`src/rtt_pkg.sv`:
```
package rtt_pkg;

   // Payload bytes that a send timestamp occupies; a longer payload carries one.
   localparam int unsigned TIMESTAMP_BYTES = 16;

   localparam int unsigned TIME_W   = 48;
   localparam int unsigned LEN_W    = 16;
   localparam int unsigned RTT_W    = 32;
   localparam int unsigned MEAN_W   = 48;
   localparam int unsigned SQ_W     = 64;
   localparam int unsigned COUNT_W  = 32;
   localparam int unsigned FRAC_W   = 16;

   typedef struct packed {
      logic [TIME_W-1:0] sent_time_us;
      logic [TIME_W-1:0] arrival_time_us;
      logic [LEN_W-1:0]  payload_length;
   } req_type;

   typedef struct packed {
      logic               sample_used;
      logic [RTT_W-1:0]   rtt_us;
      logic [RTT_W-1:0]   min_rtt_us;
      logic [RTT_W-1:0]   max_rtt_us;
      logic [MEAN_W-1:0]  mean_rtt_q16;
      logic [SQ_W-1:0]    variance_us2;
      logic [COUNT_W-1:0] samples_timed;
   } rsp_type;

   typedef enum logic [3:0] {
      ST_IDLE,
      ST_RTT,
      ST_DIFF,
      ST_DSTART,
      ST_DWAIT,
      ST_MEAN,
      ST_DNEW,
      ST_MUL,
      ST_ACC,
      ST_SQ,
      ST_VSTART,
      ST_VWAIT,
      ST_VAR,
      ST_RESP
   } rtt_state_type;

   // Partial products of the 48 x 48 deviation product, high and low halves.
   typedef enum logic [1:0] {
      TERM_HH,
      TERM_HL,
      TERM_LH,
      TERM_LL
   } rtt_term_type;

   typedef struct packed {
      logic         load_req;
      logic         calc_rtt;
      logic         calc_diff;
      logic         div_start;
      logic         div_var;
      logic         mean_upd;
      logic         dnew_upd;
      logic         mul_en;
      logic         acc_en;
      rtt_term_type term;
      logic         sq_upd;
      logic         var_upd;
      logic         rsp_load;
   } rtt_cmd_type;

   typedef struct packed {
      logic used;
      logic div_done;
      logic rsp_free;
   } rtt_sts_type;

endpackage

```
`src/rtt_div.sv`:
```
module rtt_div (
   input  logic        clock,
   input  logic        reset,
   input  logic        start,
   input  logic [63:0] dividend,
   input  logic [31:0] divisor,
   output logic        done,
   output logic [63:0] quotient
);

   logic        busy_ff, busy_in;
   logic [4:0]  cnt_ff, cnt_in;
   logic [31:0] rem_ff, rem_in;
   logic [63:0] quo_ff, quo_in;
   logic [31:0] dvs_ff, dvs_in;

   logic [32:0] t0, t1;
   logic [31:0] r0;
   logic        b0, b1;

   // Restoring division, two quotient bits per cycle.
   always_comb begin
      t0 = {rem_ff, quo_ff[63]};
      b0 = (t0 >= {1'b0, dvs_ff});
      r0 = b0 ? 32'(t0 - {1'b0, dvs_ff}) : t0[31:0];
      t1 = {r0, quo_ff[62]};
      b1 = (t1 >= {1'b0, dvs_ff});

      busy_in = busy_ff;
      cnt_in  = cnt_ff;
      rem_in  = rem_ff;
      quo_in  = quo_ff;
      dvs_in  = dvs_ff;
      if (start) begin
         busy_in = 1'b1;
         cnt_in  = '0;
         rem_in  = '0;
         quo_in  = dividend;
         dvs_in  = divisor;
      end else if (busy_ff) begin
         rem_in = b1 ? 32'(t1 - {1'b0, dvs_ff}) : t1[31:0];
         quo_in = {quo_ff[61:0], b0, b1};
         cnt_in = cnt_ff + 5'd1;
         if (cnt_ff == 5'd31) begin
            busy_in = 1'b0;
         end
      end
   end

   always_ff @(posedge clock) begin
      if (reset) begin
         busy_ff <= 1'b0;
         cnt_ff  <= '0;
      end else begin
         busy_ff <= busy_in;
         cnt_ff  <= cnt_in;
      end
      rem_ff <= rem_in;
      quo_ff <= quo_in;
      dvs_ff <= dvs_in;
   end

   // The final step runs in the cycle that done is high; the quotient follows.
   assign done     = busy_ff && (cnt_ff == 5'd31);
   assign quotient = quo_ff;

endmodule

```
`src/rtt_dp.sv`:
```
module rtt_dp (
   input  logic                 clock,
   input  logic                 reset,
   input  rtt_pkg::rtt_cmd_type cmd,
   output rtt_pkg::rtt_sts_type sts,
   input  rtt_pkg::req_type     req_data,
   output logic                 rsp_valid,
   input  logic                 rsp_ready,
   output rtt_pkg::rsp_type     rsp_data
);

   rtt_pkg::req_type req_ff;

   logic                         used_ff;
   logic [rtt_pkg::RTT_W-1:0]    rtt_ff, rtt_in;
   logic [rtt_pkg::COUNT_W-1:0]  count_ff, count_in;
   logic [rtt_pkg::RTT_W-1:0]    min_ff, min_in;
   logic [rtt_pkg::RTT_W-1:0]    max_ff, max_in;
   logic [rtt_pkg::MEAN_W-1:0]   mean_ff, mean_in;
   logic [rtt_pkg::SQ_W-1:0]     sq_ff, sq_in;
   logic [rtt_pkg::SQ_W-1:0]     var_ff;
   logic                         up_ff;
   logic [rtt_pkg::MEAN_W-1:0]   dold_ff, dnew_ff, dold_in, dnew_in;
   logic [63:0]                  prod_ff, acc_ff, acc_term;
   logic [31:0]                  mul_a, mul_b;
   logic                         rsp_valid_ff;
   rtt_pkg::rsp_type             rsp_ff;

   logic                         used;
   logic [rtt_pkg::TIME_W-1:0]   span;
   logic [rtt_pkg::MEAN_W-1:0]   x;
   logic                         up;
   logic [64:0]                  sq_sum;
   logic [63:0]                  div_dividend;
   logic                         div_done;
   logic [63:0]                  div_quo;

   assign used = (req_ff.payload_length > rtt_pkg::LEN_W'(rtt_pkg::TIMESTAMP_BYTES));
   assign x    = {rtt_ff, {rtt_pkg::FRAC_W{1'b0}}};
   assign up   = (x >= mean_ff);

   always_comb begin
      // Arrival before send gives zero; a span beyond 32 bits saturates.
      span     = (req_ff.arrival_time_us > req_ff.sent_time_us) ?
                 (req_ff.arrival_time_us - req_ff.sent_time_us) : '0;
      rtt_in   = (span[rtt_pkg::TIME_W-1:rtt_pkg::RTT_W] != '0) ? '1 :
                 span[rtt_pkg::RTT_W-1:0];
      count_in = (count_ff == '1) ? count_ff : count_ff + rtt_pkg::COUNT_W'(1);
      max_in   = (rtt_in > max_ff) ? rtt_in : max_ff;
      min_in   = ((rtt_in < min_ff) || (count_ff == '0)) ? rtt_in : min_ff;
   end

   always_comb begin
      dold_in = up ? (x - mean_ff) : (mean_ff - x);
      dnew_in = up_ff ? (x - mean_ff) : (mean_ff - x);
      mean_in = up_ff ? (mean_ff + div_quo[rtt_pkg::MEAN_W-1:0]) :
                        (mean_ff - div_quo[rtt_pkg::MEAN_W-1:0]);
   end

   // One 32 x 32 multiplier walks the four partial products of dold * dnew.
   always_comb begin
      unique case (cmd.term)
         rtt_pkg::TERM_HH: begin
            mul_a    = {16'd0, dold_ff[47:32]};
            mul_b    = {16'd0, dnew_ff[47:32]};
            acc_term = {prod_ff[31:0], 32'd0};
         end
         rtt_pkg::TERM_HL: begin
            mul_a    = {16'd0, dold_ff[47:32]};
            mul_b    = dnew_ff[31:0];
            acc_term = prod_ff;
         end
         rtt_pkg::TERM_LH: begin
            mul_a    = dold_ff[31:0];
            mul_b    = {16'd0, dnew_ff[47:32]};
            acc_term = prod_ff;
         end
         default: begin
            mul_a    = dold_ff[31:0];
            mul_b    = dnew_ff[31:0];
            acc_term = {32'd0, prod_ff[63:32]};
         end
      endcase
   end

   assign sq_sum = {1'b0, sq_ff} + {1'b0, acc_ff};
   assign sq_in  = sq_sum[64] ? '1 : sq_sum[63:0];

   assign div_dividend = cmd.div_var ? sq_ff :
                         {{(64 - rtt_pkg::MEAN_W){1'b0}}, dold_ff};

   rtt_div u_div (
      .clock    (clock),
      .reset    (reset),
      .start    (cmd.div_start),
      .dividend (div_dividend),
      .divisor  (count_ff),
      .done     (div_done),
      .quotient (div_quo)
   );

   always_ff @(posedge clock) begin
      if (reset) begin
         count_ff <= '0;
         min_ff   <= '0;
         max_ff   <= '0;
         mean_ff  <= '0;
         sq_ff    <= '0;
         var_ff   <= '0;
      end else begin
         if (cmd.calc_rtt && used) begin
            count_ff <= count_in;
            min_ff   <= min_in;
            max_ff   <= max_in;
         end
         if (cmd.mean_upd) begin
            mean_ff <= mean_in;
         end
         if (cmd.sq_upd) begin
            sq_ff <= sq_in;
         end
         if (cmd.var_upd) begin
            var_ff <= div_quo;
         end
      end
   end

   always_ff @(posedge clock) begin
      if (cmd.load_req) begin
         req_ff <= req_data;
      end
      if (cmd.calc_rtt) begin
         used_ff <= used;
         rtt_ff  <= used ? rtt_in : '0;
      end
      if (cmd.calc_diff) begin
         up_ff   <= up;
         dold_ff <= dold_in;
      end
      if (cmd.dnew_upd) begin
         dnew_ff <= dnew_in;
         acc_ff  <= '0;
      end
      if (cmd.mul_en) begin
         prod_ff <= mul_a * mul_b;
      end
      if (cmd.acc_en) begin
         acc_ff <= acc_ff + acc_term;
      end
   end

   // Output register: a finished result waits here until the receiver takes it.
   always_ff @(posedge clock) begin
      if (reset) begin
         rsp_valid_ff <= 1'b0;
      end else if (cmd.rsp_load) begin
         rsp_valid_ff <= 1'b1;
      end else if (rsp_ready) begin
         rsp_valid_ff <= 1'b0;
      end
      if (cmd.rsp_load) begin
         rsp_ff.sample_used   <= used_ff;
         rsp_ff.rtt_us        <= rtt_ff;
         rsp_ff.min_rtt_us    <= min_ff;
         rsp_ff.max_rtt_us    <= max_ff;
         rsp_ff.mean_rtt_q16  <= mean_ff;
         rsp_ff.variance_us2  <= var_ff;
         rsp_ff.samples_timed <= count_ff;
      end
   end

   assign rsp_valid = rsp_valid_ff;
   assign rsp_data  = rsp_ff;

   assign sts.used     = used;
   assign sts.div_done = div_done;
   assign sts.rsp_free = !rsp_valid_ff || rsp_ready;

endmodule

```
`config.mk`:
```
export PLATFORM = sky130hd
export DESIGN_NAME = rtt_dp
export DESIGN_NICKNAME = d
export VERILOG_FILES = /design/src/rtt_pkg.sv /design/src/rtt_div.sv /design/src/rtt_dp.sv
export SDC_FILE = /design/constraint.sdc
export NUM_CORES = 2
export LEC_CHECK = 0
export ABC_AREA = 1
export BUFFER_PORTS_ARGS = -buffer_cell sky130_fd_sc_hd__buf_2
export CORE_ASPECT_RATIO = 2
export CORE_UTILIZATION = 55
export CTS_CLUSTER_DIAMETER = 100
export DETAILED_ROUTE_END_ITERATION = 6
export PLACE_DENSITY_LB_ADDON = 0.15
export REMOVE_ABC_BUFFERS = 1
export SLEW_MARGIN = 40
export SYNTH_ARGS = -nofsm -noshare
export SYNTH_HDL_FRONTEND = slang
export SYNTH_SLANG_ARGS = --single-unit
```
`constraint.sdc`:
```
create_clock -name clock -period 14.35 [get_ports clock]
set_clock_uncertainty 0.2 [all_clocks]
set_input_delay 4.305 -clock clock [delete_from_list [all_inputs] [get_ports clock]]
set_output_delay 4.305 -clock clock [all_outputs]
set_load 0.1 [all_outputs]
```
# Word level (Yosys, flattened, before mapping)
# Cells that the tools add are included.
[classes]
addsub = 11
n_mul = 1
n_lt_le_gt_ge = 7
n_eq_ne = 4
muxes = 21
n_bitwise = 1
n_reduce_logical = 18
[ops]
columns = ["cell", "n"]
rows = [
  ["64-bit 2-to-1 mux", 6],
  ["48-bit 2-to-1 mux", 4],
  ["48-bit subtractor", 4],
  ["32-bit 2-to-1 mux", 5],
  ["64-bit case mux with 2 select lines", 1],
  ["33-bit by 32-bit >= comparator with 1-bit output", 2],
  ["64-bit by 64-bit adder with 65-bit output", 1],
  ["64-bit adder", 1],
  ["32-bit by 32-bit multiplier with 64-bit output", 1],
  ["32-bit subtractor", 2],
  ["48-bit adder", 1],
  ["48-bit >= comparator", 1],
  ["48-bit greater-than comparator", 1],
  ["32-bit by 1-bit adder with 32-bit output, second input constant", 1],
  ["32-bit == test, second input constant", 1],
  ["32-bit greater-than comparator", 1],
  ["32-bit logical NOT", 1],
  ["32-bit < comparator", 1],
  ["16-bit by 5-bit greater-than comparator with 1-bit output, second input constant", 1],
  ["16-bit nonzero test", 1],
  ["2-bit OR reduction", 4],
  ["2-bit AND reduction", 3],
  ["2-bit nonzero test", 3],
  ["5-bit by 1-bit adder with 5-bit output, second input constant", 1],
  ["9 further kinds", 15],
]
[word_totals]
reg_bits = 1018
inputBits = 129
word_cells = 92

# Logic depth before layout (Yosys ltp)
[logic_depth]
word_depth = 7
mapped_depth = 39
mapped_depth_nobuf = 38

# By module
# Synthesis repeated with hierarchy kept, for this count alone.
[unflattened]
hier_cells = 11787
hier_area_um2 = 95117.5
[modules_own_cells]
columns = ["module", "instances", "cells_each", "area_per_inst_um2"]
rows = [
  ["rtt_dp", 1, 10275, 84798.8],
  ["rtt_div", 1, 1512, 10318.6],
]

# Least setup slack after synthesis
# OpenSTA, ideal clock, no wires.
[synth_timing]
path_kind = "input port to flip-flop"
from = "input port cmd[3] (netlist bit)"
to = "register prod_ff[63], data pin"
arrival_ps = 11906
required_ps = 13884
setup_slack_ps = 1978
path_stages = 32
path_buffers = 2
cell_sequence = "inv_1 -> ha_1 -> nor2_1 -> clkinv_1 -> clkbuf_1 -> nor2_1 -> inv_1 -> clkbuf_1 -> nor2_1 -> fa_1 -> fa_1 -> inv_1 -> fa_1 -> inv_1 -> fa_1 -> inv_1 -> fa_1 -> fa_1 -> fa_1 -> fa_1 -> inv_1 -> ha_1 -> a21oi_1 -> inv_1 -> a31oi_1 -> o221ai_1 -> a21oi_1 -> o21ai_0 -> a21oi_1 -> nand3b_1 -> o2111ai_1 -> xor2_1"
[synth_between]
elab_chain_len = 4
word_cells_on_any_way = 8
classes_between = "mul (1); eq/ne (2); mux (2); reduce/logical (3)"
[synth_rtl]
columns = ["item", "line_no", "text"]
rows = [
  ["from (decl)", "rtt_dp.sv:4", "input rtt_pkg::rtt_cmd_type cmd,"],
  ["2-bit by 1-bit == test with 1-bit output (tied with other cells)", "rtt_dp.sv:62", "unique case (cmd.term)"],
  ["2-bit OR reduction (no source line)", "--", ""],
  ["32-bit 2-to-1 mux", "rtt_dp.sv:62", ""],
  ["32-bit by 32-bit multiplier with 64-bit output (*)", "rtt_dp.sv:145", "prod_ff <= mul_a * mul_b;"],
  ["to (signal assigned)", "rtt_dp.sv:145", ""],
  ["to (decl)", "rtt_dp.sv:24", "logic [63:0] prod_ff, acc_ff, acc_term;"],
]
# Every way passes the cells marked *; elsewhere a longest branch is shown, timed or not.
# A chain may end at the register's enable or synchronous reset.

# Worst setup path in the final report
[layout_timing]
from = "input port cmd[3] (netlist bit)"
to = "register prod_ff[57], data pin"
# Same word-level chain as after synthesis.

==> impl_metrics.yaml <==
flow_run:
  cap_violations: 0
route:
  detail-route-antenna-nets: 0
  wl_um: 382000
  avgRoutedWirePerCell_um: 27.5
  vias: 82800
  first_pass_iters: 7
  remaining_drc_errors: 8
  first_iter_violations: 8309
  viasPerCell: 5.97
critical_path:
  max_stage_delay_ns: 1.17
  slowest_stage: "fa_1"
  crit_start: "cmd[3]"
  crit_buf_inv: 8
  startpoint_type: "primary input"
  rrSetupSlack_ns: 5.07
  r2r-end: "prod_ff[57]"
  r2r_start: "dold_ff[21]"
  crit_fanout: 28
  worstPathArrival_ns: 13.84
  cp_top_family: "adder cells"
  critical_path_required_ns: 14.65
  r2r_cells: 28
  endpoint_kind: "flip-flop"
  worst-setup-path-type: "in2reg"
  crit_top_cell: "fa_1"
floorplan:
  row_count: 213
  die_h_um: 584
  io_pins: 374
  dieArea_um2: 171000
  start_util_pct: 55.3
  core_area_um2: 168000
  die_w_um: 293
synth:
  yosys-top-cells-count: "inv_1 (2205), nand2_1 (1784), nor2_1 (1288), fa_1 (903), a21oi_1 (853)"
  synth_cells: 11200
  synth_top_area_share_pct: 22.8
  syn_area_um2: 93000
  ys_warn_count: 0
  synth_edf_count: 707
  synth-seq-area-share_pct: 29.5
  synth_flop_cell: "edfxtp_1"
  synth.ff_latch_count: 1018
  netlist_top_cells_area: "edfxtp_1 (23%), fa_1 (19%), ha_1 (9.2%), inv_1 (8.9%), nand2_1 (7.2%)"
  yosys.area.top_type: "edfxtp_1"
  synthMostInstantiatedCell: "inv_1"
  synth_cell_types: 67
  synth.avg_cell_area_um2: 8.31
  synth_async_sr_flop_share_pct: 0
layout:
  layout.nets: 13200
  area_growth_pct: 9.03
  drive_above_1_share_pct: 7.66
place:
  post-dp-hpwl_um: 292000
  numPortBuffers: 373
  routabilityCongestion: 1.09
clocking:
  cts_setup_buffers: 0
  cts_root_buffer: "clkbuf_16"
  cts_made_buffers: 94
  clk_pin_slew_ns: 0.07
  htreeDepth: 3
  holdBufCountCts: 0
  cts_resized: 0
  clock-sinks: 1018
  cts_tree: "done"
  cts.path.max_buffers: 3
  clock_latency_ns: 0.75
sta:
  finalHoldViolations: 0
  fmax_ghz: 0.0739
  rsz0062_at_grt: "false"
  worstMarginPinSlew_ns: 1.04
  slew-limit-headroom_pct: 30.5
  fin_crit_ns: 13.54
  finalSetupViolations: 0
  post-route-period-util_pct: 94.3
  finalSetupTns_ns: 0
  drv_slew: 0
global_routing:
  grt_max_degree: 142
  grt.total_usage_pct: 45.5
  grt_remaining_overflow: 0
  grt_pass1_vias: 84700
  grt_pass1_wl_um: 556000
  antenna_found_initial: 44
min_path:
  whs_path_depth: 0
  holdCritPathClass: "reg2reg"
  hold_start: "used_ff"
  holdPathEnd: "rsp_data[240]"
run_status:
  violations: "DRC"
  status: "complete, but fails checks"
==> cells in the final DEF (no fill, tap or decap), types with 98 or more instances in the layout <==
master,netlist,routed
xnor2_1,131,131
o21ai_0,620,601
nand2_1,1784,1778
buf_4,4,183
inv_1,2205,2197
dfxtp_1,311,311
clkbuf_16,0,98
nor2_1,1288,1281
ha_1,685,685
a31oi_1,105,105
a21oi_1,853,853
nand3_1,198,197
xor2_1,219,219
buf_2,14,369
fa_1,903,900
edfxtp_1,707,707
==> area by class of cell <==
type                            instances  area, um^2
Antenna cell                           30        75.1
Tap cell                             2257        2820
Multi-Input combinational cell       7553       55700
Clock inverter                         60         731
Sequential cell                      1018       27500
Clock buffer                          118        2640
Timing Repair Buffer                  565        3480
Fill cell                           15100       66800
Inverter                             2252        8460
==> per-layer routing <==
layer  vias up  routed length [um]  share of wire, %  track usage (%)
li1      36300                   -                 -                -
met1     39500              116000                31             44.5
met2      4822              178000                47             74.1
met3      2078               37400               9.8             14.8
met4        12               49400                13             46.0
met5         -                 100             0.026            0.143
==> worst max path at each step <==
stage             endpoint  slack [ns]  depth (start not counted)
2_1_floorplan  prod_ff[63]        0.52                         30
3_3_place_gp   prod_ff[55]        0.71                         32
3_5_place_dp   prod_ff[55]        0.65                         34
4_1_cts        prod_ff[55]        1.42                         34
5_1_grt        prod_ff[56]        0.49                         33
6_report       prod_ff[57]        0.81                         33
==> registers in the layout, summed over array words and instances (netlist names), 48 cells and up <==
name            count
prod_ff            64
u_div.quotient     64
dold_ff            48
sq_ff              64
rsp_data          241
dnew_ff            48
req_ff            112
mean_ff            48
acc_ff             64
var_ff             64
==> through the flow <==
step / instance area (um^2) / utilization [%] / std cells / hold WS (ns) / worst slack (ns)
3_3_place_gp: 97700 / 58.1 / 13600 / 0.207 / 0.707
4_1_cts: 101000 / 60.2 / 13800 / 0.226 / 1.42
2_1_floorplan: 91500 / - / 10800 / 0.200 / 0.517
3_5_place_dp: 97900 / 58.2 / 13600 / 0.210 / 0.648
5_1_grt: 101000 / 60.3 / 13800 / 0.232 / 0.486
6_report: 101000 / 60.3 / 13900 / 0.225 / 0.811
==> cells by family (layout without fill, tap and decap cells) <==
group,count (synthesis),count (layout),share of synthesized area (%)
AOI/OAI and AO/OA,2062,2062,12.4
xor gates and xnor gates,350,350,3.30
adders and majority gates,1588,1588,28.7
buffers and inverters,2617,2995,10.7
DFF,1018,1018,29.5
muxes,21,21,0.226
other,0,30,0
and+or+nand+nor,3532,3532,15.2
Power is not shown: default switching activity piles up to over one toggle a cycle in this logic, so the estimate is an artifact.
