`config.mk`:
```
export PLATFORM = sky130hd
export DESIGN_NAME = rtt_ctrl
export DESIGN_NICKNAME = d
export VERILOG_FILES = /design/src/rtt_pkg.sv /design/src/rtt_ctrl.sv
export SDC_FILE = /design/constraint.sdc
export NUM_CORES = 1
export LEC_CHECK = 0
export BUFFER_PORTS_ARGS = -buffer_cell sky130_fd_sc_hd__buf_4
export CAP_MARGIN = 20
export CORE_MARGIN = 2
export CORE_UTILIZATION = 45
export DETAILED_ROUTE_END_ITERATION = 8
export GPL_ROUTABILITY_DRIVEN = 1
export GPL_TIMING_DRIVEN = 0
export PLACE_DENSITY = 0.75
export SLEW_MARGIN = 20
export SYNTH_ARGS = -nofsm -noshare
export SYNTH_HDL_FRONTEND = slang
export SYNTH_SLANG_ARGS = --single-unit
```
`constraint.sdc`:
```
create_clock -name clock -period 2.7 [get_ports clock]
set_input_delay 0.81 -clock clock [delete_from_list [all_inputs] [get_ports clock]]
set_output_delay 0.81 -clock clock [all_outputs]
set_load 0.005 [all_outputs]
```
`src/rtt_pkg.sv`:
```
package rtt_pkg;

   // Payload bytes that a send timestamp occupies; a longer payload carries one.
   localparam int unsigned TIMESTAMP_BYTES = 16;

   localparam int unsigned TIME_W   = 48;
   localparam int unsigned LEN_W    = 16;
   localparam int unsigned RTT_W    = 32;
   localparam int unsigned MEAN_W   = 48;
   localparam int unsigned SQ_W     = 64;
   localparam int unsigned COUNT_W  = 32;
   localparam int unsigned FRAC_W   = 16;

   typedef struct packed {
      logic [TIME_W-1:0] sent_time_us;
      logic [TIME_W-1:0] arrival_time_us;
      logic [LEN_W-1:0]  payload_length;
   } req_type;

   typedef struct packed {
      logic               sample_used;
      logic [RTT_W-1:0]   rtt_us;
      logic [RTT_W-1:0]   min_rtt_us;
      logic [RTT_W-1:0]   max_rtt_us;
      logic [MEAN_W-1:0]  mean_rtt_q16;
      logic [SQ_W-1:0]    variance_us2;
      logic [COUNT_W-1:0] samples_timed;
   } rsp_type;

   typedef enum logic [3:0] {
      ST_IDLE,
      ST_RTT,
      ST_DIFF,
      ST_DSTART,
      ST_DWAIT,
      ST_MEAN,
      ST_DNEW,
      ST_MUL,
      ST_ACC,
      ST_SQ,
      ST_VSTART,
      ST_VWAIT,
      ST_VAR,
      ST_RESP
   } rtt_state_type;

   // Partial products of the 48 x 48 deviation product, high and low halves.
   typedef enum logic [1:0] {
      TERM_HH,
      TERM_HL,
      TERM_LH,
      TERM_LL
   } rtt_term_type;

   typedef struct packed {
      logic         load_req;
      logic         calc_rtt;
      logic         calc_diff;
      logic         div_start;
      logic         div_var;
      logic         mean_upd;
      logic         dnew_upd;
      logic         mul_en;
      logic         acc_en;
      rtt_term_type term;
      logic         sq_upd;
      logic         var_upd;
      logic         rsp_load;
   } rtt_cmd_type;

   typedef struct packed {
      logic used;
      logic div_done;
      logic rsp_free;
   } rtt_sts_type;

endpackage

```
`src/rtt_ctrl.sv`:
```
module rtt_ctrl (
   input  logic                 clock,
   input  logic                 reset,
   input  logic                 req_valid,
   output logic                 req_ready,
   input  rtt_pkg::rtt_sts_type sts,
   output rtt_pkg::rtt_cmd_type cmd
);

   rtt_pkg::rtt_state_type state_ff, state_in;
   rtt_pkg::rtt_term_type  term_ff, term_in;

   always_comb begin
      state_in = state_ff;
      term_in  = term_ff;
      unique case (state_ff)
         rtt_pkg::ST_IDLE:   if (req_valid) state_in = rtt_pkg::ST_RTT;
         rtt_pkg::ST_RTT:    state_in = sts.used ? rtt_pkg::ST_DIFF : rtt_pkg::ST_RESP;
         rtt_pkg::ST_DIFF:   state_in = rtt_pkg::ST_DSTART;
         rtt_pkg::ST_DSTART: state_in = rtt_pkg::ST_DWAIT;
         rtt_pkg::ST_DWAIT:  if (sts.div_done) state_in = rtt_pkg::ST_MEAN;
         rtt_pkg::ST_MEAN:   state_in = rtt_pkg::ST_DNEW;
         rtt_pkg::ST_DNEW: begin
            state_in = rtt_pkg::ST_MUL;
            term_in  = rtt_pkg::TERM_HH;
         end
         rtt_pkg::ST_MUL:    state_in = rtt_pkg::ST_ACC;
         rtt_pkg::ST_ACC: begin
            if (term_ff == rtt_pkg::TERM_LL) begin
               state_in = rtt_pkg::ST_SQ;
            end else begin
               state_in = rtt_pkg::ST_MUL;
               term_in  = rtt_pkg::rtt_term_type'(term_ff + 2'd1);
            end
         end
         rtt_pkg::ST_SQ:     state_in = rtt_pkg::ST_VSTART;
         rtt_pkg::ST_VSTART: state_in = rtt_pkg::ST_VWAIT;
         rtt_pkg::ST_VWAIT:  if (sts.div_done) state_in = rtt_pkg::ST_VAR;
         rtt_pkg::ST_VAR:    state_in = rtt_pkg::ST_RESP;
         rtt_pkg::ST_RESP:   if (sts.rsp_free) state_in = rtt_pkg::ST_IDLE;
         default:            state_in = rtt_pkg::ST_IDLE;
      endcase
   end

   always_comb begin
      cmd       = '0;
      cmd.term  = term_ff;
      req_ready = 1'b0;
      unique case (state_ff)
         rtt_pkg::ST_IDLE: begin
            req_ready    = 1'b1;
            cmd.load_req = req_valid;
         end
         rtt_pkg::ST_RTT:    cmd.calc_rtt  = 1'b1;
         rtt_pkg::ST_DIFF:   cmd.calc_diff = 1'b1;
         rtt_pkg::ST_DSTART: cmd.div_start = 1'b1;
         rtt_pkg::ST_DWAIT:  cmd.div_var   = 1'b0;
         rtt_pkg::ST_MEAN:   cmd.mean_upd  = 1'b1;
         rtt_pkg::ST_DNEW:   cmd.dnew_upd  = 1'b1;
         rtt_pkg::ST_MUL:    cmd.mul_en    = 1'b1;
         rtt_pkg::ST_ACC:    cmd.acc_en    = 1'b1;
         rtt_pkg::ST_SQ:     cmd.sq_upd    = 1'b1;
         rtt_pkg::ST_VSTART: begin
            cmd.div_start = 1'b1;
            cmd.div_var   = 1'b1;
         end
         rtt_pkg::ST_VWAIT:  cmd.div_var   = 1'b1;
         rtt_pkg::ST_VAR:    cmd.var_upd   = 1'b1;
         rtt_pkg::ST_RESP:   cmd.rsp_load  = sts.rsp_free;
         default:            cmd.load_req  = 1'b0;
      endcase
   end

   always_ff @(posedge clock) begin
      if (reset) begin
         state_ff <= rtt_pkg::ST_IDLE;
         term_ff  <= rtt_pkg::TERM_HH;
      end else begin
         state_ff <= state_in;
         term_ff  <= term_in;
      end
   end

endmodule

```
======== After elaboration in Yosys (flattened, before gate mapping) ========
Cells that the tools add are included.
word-level totals
  word-level logic and storage cells ...... 50
  output and inout bits ................... 15
  bits in registers ....................... 6
cells by class
  equal/unequal tests ..................... 19
  add/subtract/negate cells ............... 1
  multiplexer cells ....................... 22
  reduce and logical (&&, ||, !) cells .... 6
operator list
  kind                                                             number
  4-bit case mux with 14 select lines                              1
  4-bit == test, second input constant                             6
  4-bit two-way mux                                                6
  4-bit by 3-bit == test with 1-bit output, second input constant  4
  1-bit two-way mux                                                13
  2-bit != test, second input constant                             5
  4-bit by 2-bit == test with 1-bit output, second input constant  2
  4-bit by 1-bit == test with 1-bit output, second input constant  1
  4-bit logical NOT                                                1
  2-bit case mux with 2 select lines                               1
  4-bit AND reduction                                              1
  2-bit OR reduction                                               2
  2-bit by 1-bit adder with 2-bit output, second input constant    1
  2-bit == test, second input constant                             1
  2-bit two-way mux                                                1
  2-bit AND reduction                                              1
  2-bit nonzero test                                               1

======== Longest topological paths before layout ========
Gate-level depths: netlist (run 1).
  word-level depth ........................ 3
  gate-level depth with buffers ........... 6
  gate-level depth less buffers ........... 5

======== Worst setup path after synthesis (run 1) ========
No wires, ideal clock.
  path kind ............................... reg-to-output
  from .................................... register state_ff[2]
  to ...................................... output port cmd[13] (netlist bit)
  data required time ...................... 1.890 ns
  cell stages (with the launch flop) ...... 4
  arrival time ............................ 1.071 ns
  path slack .............................. 0.819 ns
  cell sequence ........................... dfxtp_1 -> buf_2 -> nor4_1 -> and2_1
RTL lines
  element                   RTL line        RTL
  start: declaration        rtt_ctrl.sv:10  rtt_pkg::rtt_state_type state_ff, state_in;
  start signal: assignment  rtt_ctrl.sv:76  state_ff <= rtt_pkg::ST_IDLE;
  start signal: assignment  rtt_ctrl.sv:79  state_ff <= state_in;
  end: declaration          rtt_ctrl.sv:7   output rtt_pkg::rtt_cmd_type cmd

==> results.sh, run 1 <==
export IMPL_status="finished clean"
export IMPL_critPathTopFamily="buffers and inverters"
export IMPL_postRouteWirelength_um=1530
export IMPL_yosys_top_cells_area="dfxtp_1 20%, nor2_1 6.8%, nand2b_1 6.2%"
export IMPL_grt_usage_pct=21.7
export IMPL_synthToLayoutAreaGrowth_pct=31.4
export IMPL_drive_gt1_share_pct=32.4
export IMPL_path_buf_inv=3
export IMPL_boundaryPins=21
export IMPL_post_route_min_period_ps=2410
export IMPL_hold_buffers=0
export IMPL_grt_pass1_wl_um=2370
export IMPL_synthArstFlopShare_pct=0
export IMPL_gpl_final_weighted_congestion=0.864
export IMPL_cts_resized=0
export IMPL_start_util_pct=47.4
export IMPL_ys_ff_latch=6
export IMPL_crit_type="register to primary output"
export IMPL_cts_root_buf="clkbuf_4"
export IMPL_yosysTopAreaCell="dfxtp_1"
export IMPL_timing_hold_ws_ps=484
export IMPL_rows=13
export IMPL_cp_arrival_ps=1600
export IMPL_synth_top_area_share_pct=19.7
export IMPL_cts_made_buffers=3
export IMPL_hold_viol=0
export IMPL_slowest_delay_ps=350
export IMPL_finalMaxSlewViolations=0
export IMPL_htreeDepth=1
export IMPL_firstDrtPassIters=4
export IMPL_antenna_cells=0
export IMPL_setup_tns_final_ps=0
export IMPL_clkTransAtPathRegs_ps=50
export IMPL_synth_distinct_cells=38
export IMPL_fin_nets=114
export IMPL_core_mm2=0.00128
export IMPL_synth_common_cells="11 x nor2_1, 6 x dfxtp_1, 6 x nand2b_1"
export IMPL_peakVddDrop_uv=579
export IMPL_synth_edff_count=0
export IMPL_yosys_warnings=0
export IMPL_syn_avg_cell_area_um2=7.43
export IMPL_cp_slowest_cell="clkbuf_1"
export IMPL_die_h_um=40.8
export IMPL_relSlewSlack_pct=70.2
export IMPL_cap_violations=0
export IMPL_dp_hpwl_um=1160
export IMPL_clock_sinks=6
export IMPL_num_vias=661
export IMPL_worstPathMaxFanout=10
export IMPL_antenna_found_initial=0
export IMPL_grt_max_degree=11
export IMPL_setup_viol=0
export IMPL_drtIter0Drc=16
export IMPL_dieArea_mm2=0.00166
export IMPL_rsz0062_at_grt="no"
export IMPL_cp_cell_sequence="buf_4 -> clkbuf_1 -> nand2_1 -> nor3_1 -> buf_4"
export IMPL_netlist_area_um2=609
export IMPL_io_buffer_count=20
export IMPL_finClkSkew_ps=8.31
export IMPL_ys_seq_area_share_pct=19.7
export IMPL_hold_path_class="register to register"
export IMPL_max_freq_ghz=0.415
export IMPL_synthCells=82
export IMPL_nFillCells=124
export IMPL_syn_num_nets=89
export IMPL_drcViolationCount=0
export IMPL_die_w_um=40.8
export IMPL_crit_path_end_kind="primary output"
export IMPL_cp_start_kind="register"
export IMPL_routedWlPerCell_um=12.8
export IMPL_vias_per_cell=5.51
export IMPL_required_ps=1890
export IMPL_power_density_mw_per_mm2=1080
export IMPL_finalCritPeriodShare_pct=89.2
export IMPL_tritoncts="yes"
export IMPL_post_cts_buffers=0
export IMPL_overflow=0
export IMPL_synth_most_common_cell="nor2_1"
export IMPL_p_leak_nw=0.340
export IMPL_detail_route_antenna_nets=0
export IMPL_tightest_slew_ps=443
export IMPL_insertion_delay_ps=250
export IMPL_cts_buffer_depth=2
export IMPL_synth_top_flop_cell="dfxtp_1"
export IMPL_cpMostUsedCell="buf_4"
export IMPL_grt_pass1_vias=507
power breakdown:
group          internal [W]  total [W]  switching, W
Combinational      0.000303   0.000642      0.000339
Sequential         0.000120   0.000135     0.0000156
Clock             0.0000504  0.0000847     0.0000343
stage by stage:
stage / std cells / cell area, µm² / setup slack [ps] / utilization, % / total power (W)
after floorplan: 82 / 609 / 819 / - / 0.000593
after CTS: 120 / 801 / 297 / 62.3 / 0.000866
final: 120 / 801 / 291 / 62.3 / 0.000862
after global routing: 120 / 801 / 160 / 62.3 / 0.000949
after detailed placement: 117 / 778 / 567 / 60.6 / 0.000776
after global placement: 117 / 778 / 593 / 60.6 / 0.000770
sequential cells by signal, summed over array words and instances, names as in the netlist:
| signal | cells |
|---|---|
| term_ff | 2 |
| state_ff | 4 |
path summary, 6_finish.rpt:
kind / startpoint / end / slack (ps) / cells after the start
max: state_ff[3] / cmd[0] / 290 / 5
min: term_ff[1] / term_ff[1] / 480 / 2
max reg2reg: term_ff[0] / term_ff[0] / 1070 / 5
min reg2reg: term_ff[1] / term_ff[1] / 480 / 2
cells in the final DEF (no fill, tap or decap), drive strengths merged:
cell / instances
a2111oi: 1
a21boi: 1
a21oi: 6
a32oi: 1
a41oi: 1
and2: 2
buf: 27
clkbuf: 4
dfxtp: 6
ha: 1
inv: 3
mux2: 1
mux2i: 1
nand2: 3
nand2b: 6
nand3: 2
nand3b: 1
nand4b: 1
nor2: 11
nor2b: 2
nor3: 4
nor3b: 2
nor4: 2
o2111ai: 1
o21a: 2
o21ai: 3
o21bai: 1
o22a: 1
o22ai: 1
o31a: 2
or2: 2
or3: 1
or4b: 1
xnor2: 1
routing by layer:
layer / vias up / GRT usage [%] / routed length (µm)
li1: 339 / - / -
met1: 291 / 31.6 / 724
met2: 31 / 31.6 / 691
met3: 0 / 6.52 / 115
met4: 0 / 2.50 / 0
met5: - / 0 / 0
worst reg2reg max path, cell delays in order (launching register included):
cell	delay, ps
dfxtp_1	330
ha_1	250
or4b_4	510
a21oi_4	190
mux2i_1	210
nor2_1	50
final cells by class:
type	instances	area, µm²	area share, %
Multi-Input combinational cell	65	424	53.0
Timing Repair Buffer	20	150	18.8
Sequential cell	6	120	15.0
Buffer	8	53.8	6.72
Clock buffer	3	22.5	2.81
Tap cell	15	18.8	2.34
Inverter	3	11.3	1.41
cell families after synthesis:
group                      synth area share (%)
AOI/OAI and AO/OA                          26.3
xor gates and xnor gates                   1.44
adders and majority gates                  2.05
buffers and inverters                      10.7
DFF                                        19.7
muxes                                      3.49
and+or+nand+nor                            36.3
Note: power is estimated with default switching activity, not from simulation.
==> run 2: changes to the inputs <==
--- a/config.mk
+++ b/config.mk
@@ -5,14 +5,15 @@
 export SDC_FILE = /design/constraint.sdc
 export NUM_CORES = 1
 export LEC_CHECK = 0
+export ABC_AREA = 1
 export BUFFER_PORTS_ARGS = -buffer_cell sky130_fd_sc_hd__buf_4
 export CAP_MARGIN = 20
-export CORE_MARGIN = 2
-export CORE_UTILIZATION = 45
+export CORE_AREA = 2 2 39 41
 export DETAILED_ROUTE_END_ITERATION = 8
+export DIE_AREA = 0 0 41 43
 export GPL_ROUTABILITY_DRIVEN = 1
 export GPL_TIMING_DRIVEN = 0
-export PLACE_DENSITY = 0.75
+export PLACE_DENSITY = 0.69
 export SLEW_MARGIN = 20
 export SYNTH_ARGS = -nofsm -noshare
 export SYNTH_HDL_FRONTEND = slang
==> constraint.sdc (replaced) <==
create_clock -name clock -period 2.85 [get_ports clock]
set_input_delay 0.855 -clock clock [delete_from_list [all_inputs] [get_ports clock]]
set_output_delay 0.855 -clock clock [all_outputs]
set_load 0.005 [all_outputs]
==> results.sh, run 2 <==
export IMPL_slowest_delay_ps=180
export IMPL_synth_top_area_share_pct=23.0
export IMPL_cp_cell_sequence="buf_4 -> inv_1 -> nor3_1 -> buf_4"
export IMPL_required_ps=2000
export IMPL_finalMaxSlewViolations=0
export IMPL_relSlewSlack_pct=83.3
export IMPL_antenna_cells=0
export IMPL_final_core_util_pct=51.7
export IMPL_antenna_found_initial=0
export IMPL_yosys_top_cells_area="dfxtp_1 23%, nand2_1 21%, inv_1 14%"
export IMPL_insertion_delay_ps=240
export IMPL_netlist_area_um2=523
export IMPL_cpMostUsedCell="buf_4"
export IMPL_tritoncts="yes"
export IMPL_p_leak_nw=0.453
export IMPL_met2_length_um=610
export IMPL_drcViolationCount=0
export IMPL_cp_arrival_ps=1280
export IMPL_setup_tns_final_ps=0
export IMPL_firstDrtPassIters=4
export IMPL_synth_edff_count=0
export IMPL_boundaryPins=21
export IMPL_grt_usage_pct=15.6
export IMPL_die_w_um=41
export IMPL_detail_route_antenna_nets=0
export IMPL_gpl_final_weighted_congestion=0.786
export IMPL_status="finished clean"
export IMPL_vias_per_cell=4.67
export IMPL_setup_viol=0
export IMPL_top_regs="state_ff: 4 flops, term_ff: 2 flops"
export IMPL_synthToLayoutAreaGrowth_pct=36.8
export IMPL_synth_compound_area_share_pct=12.9
export IMPL_power_density_mw_per_mm2=951
export IMPL_hold_buffers=0
export IMPL_core_mm2=0.00138
export IMPL_synth_top_family_by_area="simple AND/OR/NAND/NOR gates"
export IMPL_timing_hold_ws_ps=534
export IMPL_tightest_slew_ps=249
export IMPL_io_buffer_count=20
export IMPL_clkTransAtPathRegs_ps=40
export IMPL_overflow=0
export IMPL_ys_ff_latch=6
export IMPL_routed_top_layer="met3"
export IMPL_cap_violations=0
export IMPL_synthCells=97
export IMPL_cp_slowest_cell="nor3_1"
export IMPL_synth_area_mux_share_pct=0
export IMPL_yosys_area_share_xor_xnor_pct=0
export IMPL_synth_common_cells="29 x nand2_1, 19 x inv_1, 14 x nor2_1"
export IMPL_dp_hpwl_um=1010
export IMPL_postRouteWirelength_um=1220
export IMPL_post_cts_buffers=0
export IMPL_start_util_pct=37.8
export IMPL_htreeDepth=1
export IMPL_grt_pass1_vias=495
export IMPL_post_route_min_period_ps=2140
export IMPL_cts_buffer_depth=2
export IMPL_worstPathMaxFanout=2
export IMPL_met1_length_um=565
export IMPL_synthArstFlopShare_pct=0
export IMPL_grt_pass1_wl_um=1900
export IMPL_rows=14
export IMPL_synth_most_common_cell="nand2_1"
export IMPL_largest_reg_flops=4
export IMPL_dieArea_mm2=0.00176
export IMPL_regMostFlops="state_ff"
export IMPL_yosysTopAreaCell="dfxtp_1"
export IMPL_num_vias=635
export IMPL_final_common_cell="nand2_1"
export IMPL_yosys_area_share_simple_pct=46.7
export IMPL_rsz0062_at_grt="no"
export IMPL_cts_root_buf="clkbuf_4"
export IMPL_clock_sinks=6
export IMPL_syn_avg_cell_area_um2=5.39
export IMPL_hold_path_class="register to register"
export IMPL_yosys_warnings=0
export IMPL_peakVddDrop_uv=507
export IMPL_syn_num_nets=104
export IMPL_finalCritPeriodShare_pct=75.0
export IMPL_crit_type="input port to primary output"
export IMPL_max_freq_ghz=0.468
export IMPL_routedWlPerCell_um=8.96
export IMPL_grt_max_degree=8
export IMPL_fin_nets=129
export IMPL_ys_seq_area_share_pct=23.0
export IMPL_cts_resized=0
export IMPL_finClkSkew_ps=1.49
export IMPL_cp_start_kind="input port"
export IMPL_synth_fa_ha_area_share_pct=2.39
export IMPL_hold_viol=0
export IMPL_crit_path_end_kind="primary output"
export IMPL_drtIter0Drc=21
export IMPL_die_h_um=43
export IMPL_route_met3_wl_um=43
export IMPL_synth_distinct_cells=19
export IMPL_drive_gt1_share_pct=25.0
export IMPL_mostFrequentLayoutCells="29 x nand2_1, 20 x buf_4, 19 x inv_1, 14 x nor2_1"
export IMPL_cts_made_buffers=3
export IMPL_synth_top_flop_cell="dfxtp_1"
## run 2: cell types whose count changed in the layout (fill, tap and decap cells not counted), moves of 3 or more
cell	previous run	this run
nand2_1	3	29
inv_1	3	19
nand2b_1	6	0
buf_2	4	0
nand3_1	2	6
nor2_1	11	14
nor2_2	0	3
## run 2: area by class of cell
cell class	count	area [µm²]
multi-input cells	70	324
well taps	16	20.0
repair buffers	20	150
inverters	21	78.8
flip-flops and latches	6	120
fillers	143	668
clock buffers	3	22.5
## run 2: path summary, 6_finish.rpt
kind	start	to	slack (ps)	cells past startpoint
worst max-delay path	sts[0]	cmd[0]	710	4
worst min-delay path	state_ff[2]	state_ff[2]	530	2
worst max register to register	state_ff[2]	state_ff[1]	1480	7
worst min register to register	state_ff[2]	state_ff[2]	530	2
## run 2: logic make-up (layout without fill, tap and decap cells)
logic type                 count (synthesis)  count (layout)
DFF                                        6               6
and+or+nand+nor                           58              58
adders and majority gates                  1               1
buffers and inverters                     21              44
AOI/OAI and AO/OA                         11              11
## run 2: routing by layer
metal  up-vias  GRT usage (%)
li1        346              -
met2        13           23.4
met5         -              0
met3         0           3.14
met1       276           21.0
met4         0           6.00
## run 2: metrics by stage
step	cells	worst slack [ps]	area [µm²]	total power [W]
5_1_grt	136	552	716	0.000756
3_5_place_dp	133	708	693	0.000604
6_report	136	711	716	0.000681
4_1_cts	136	706	716	0.000686
2_1_floorplan	97	902	523	0.000446
3_3_place_gp	133	702	693	0.000598
## run 2: worst max-delay path: cells and delay by family
family	cells	cell delay, ps
buf+inv	3	250
simple gates	1	180
## run 2: report_power, final
part / leakage (nW) / switching, W / total, W / internal, W
Clock: 0.0138 / 0.0000281 / 0.0000756 / 0.0000475
Sequential: 0.0492 / 0.0000483 / 0.000167 / 0.000119
Combinational: 0.390 / 0.000254 / 0.000438 / 0.000184
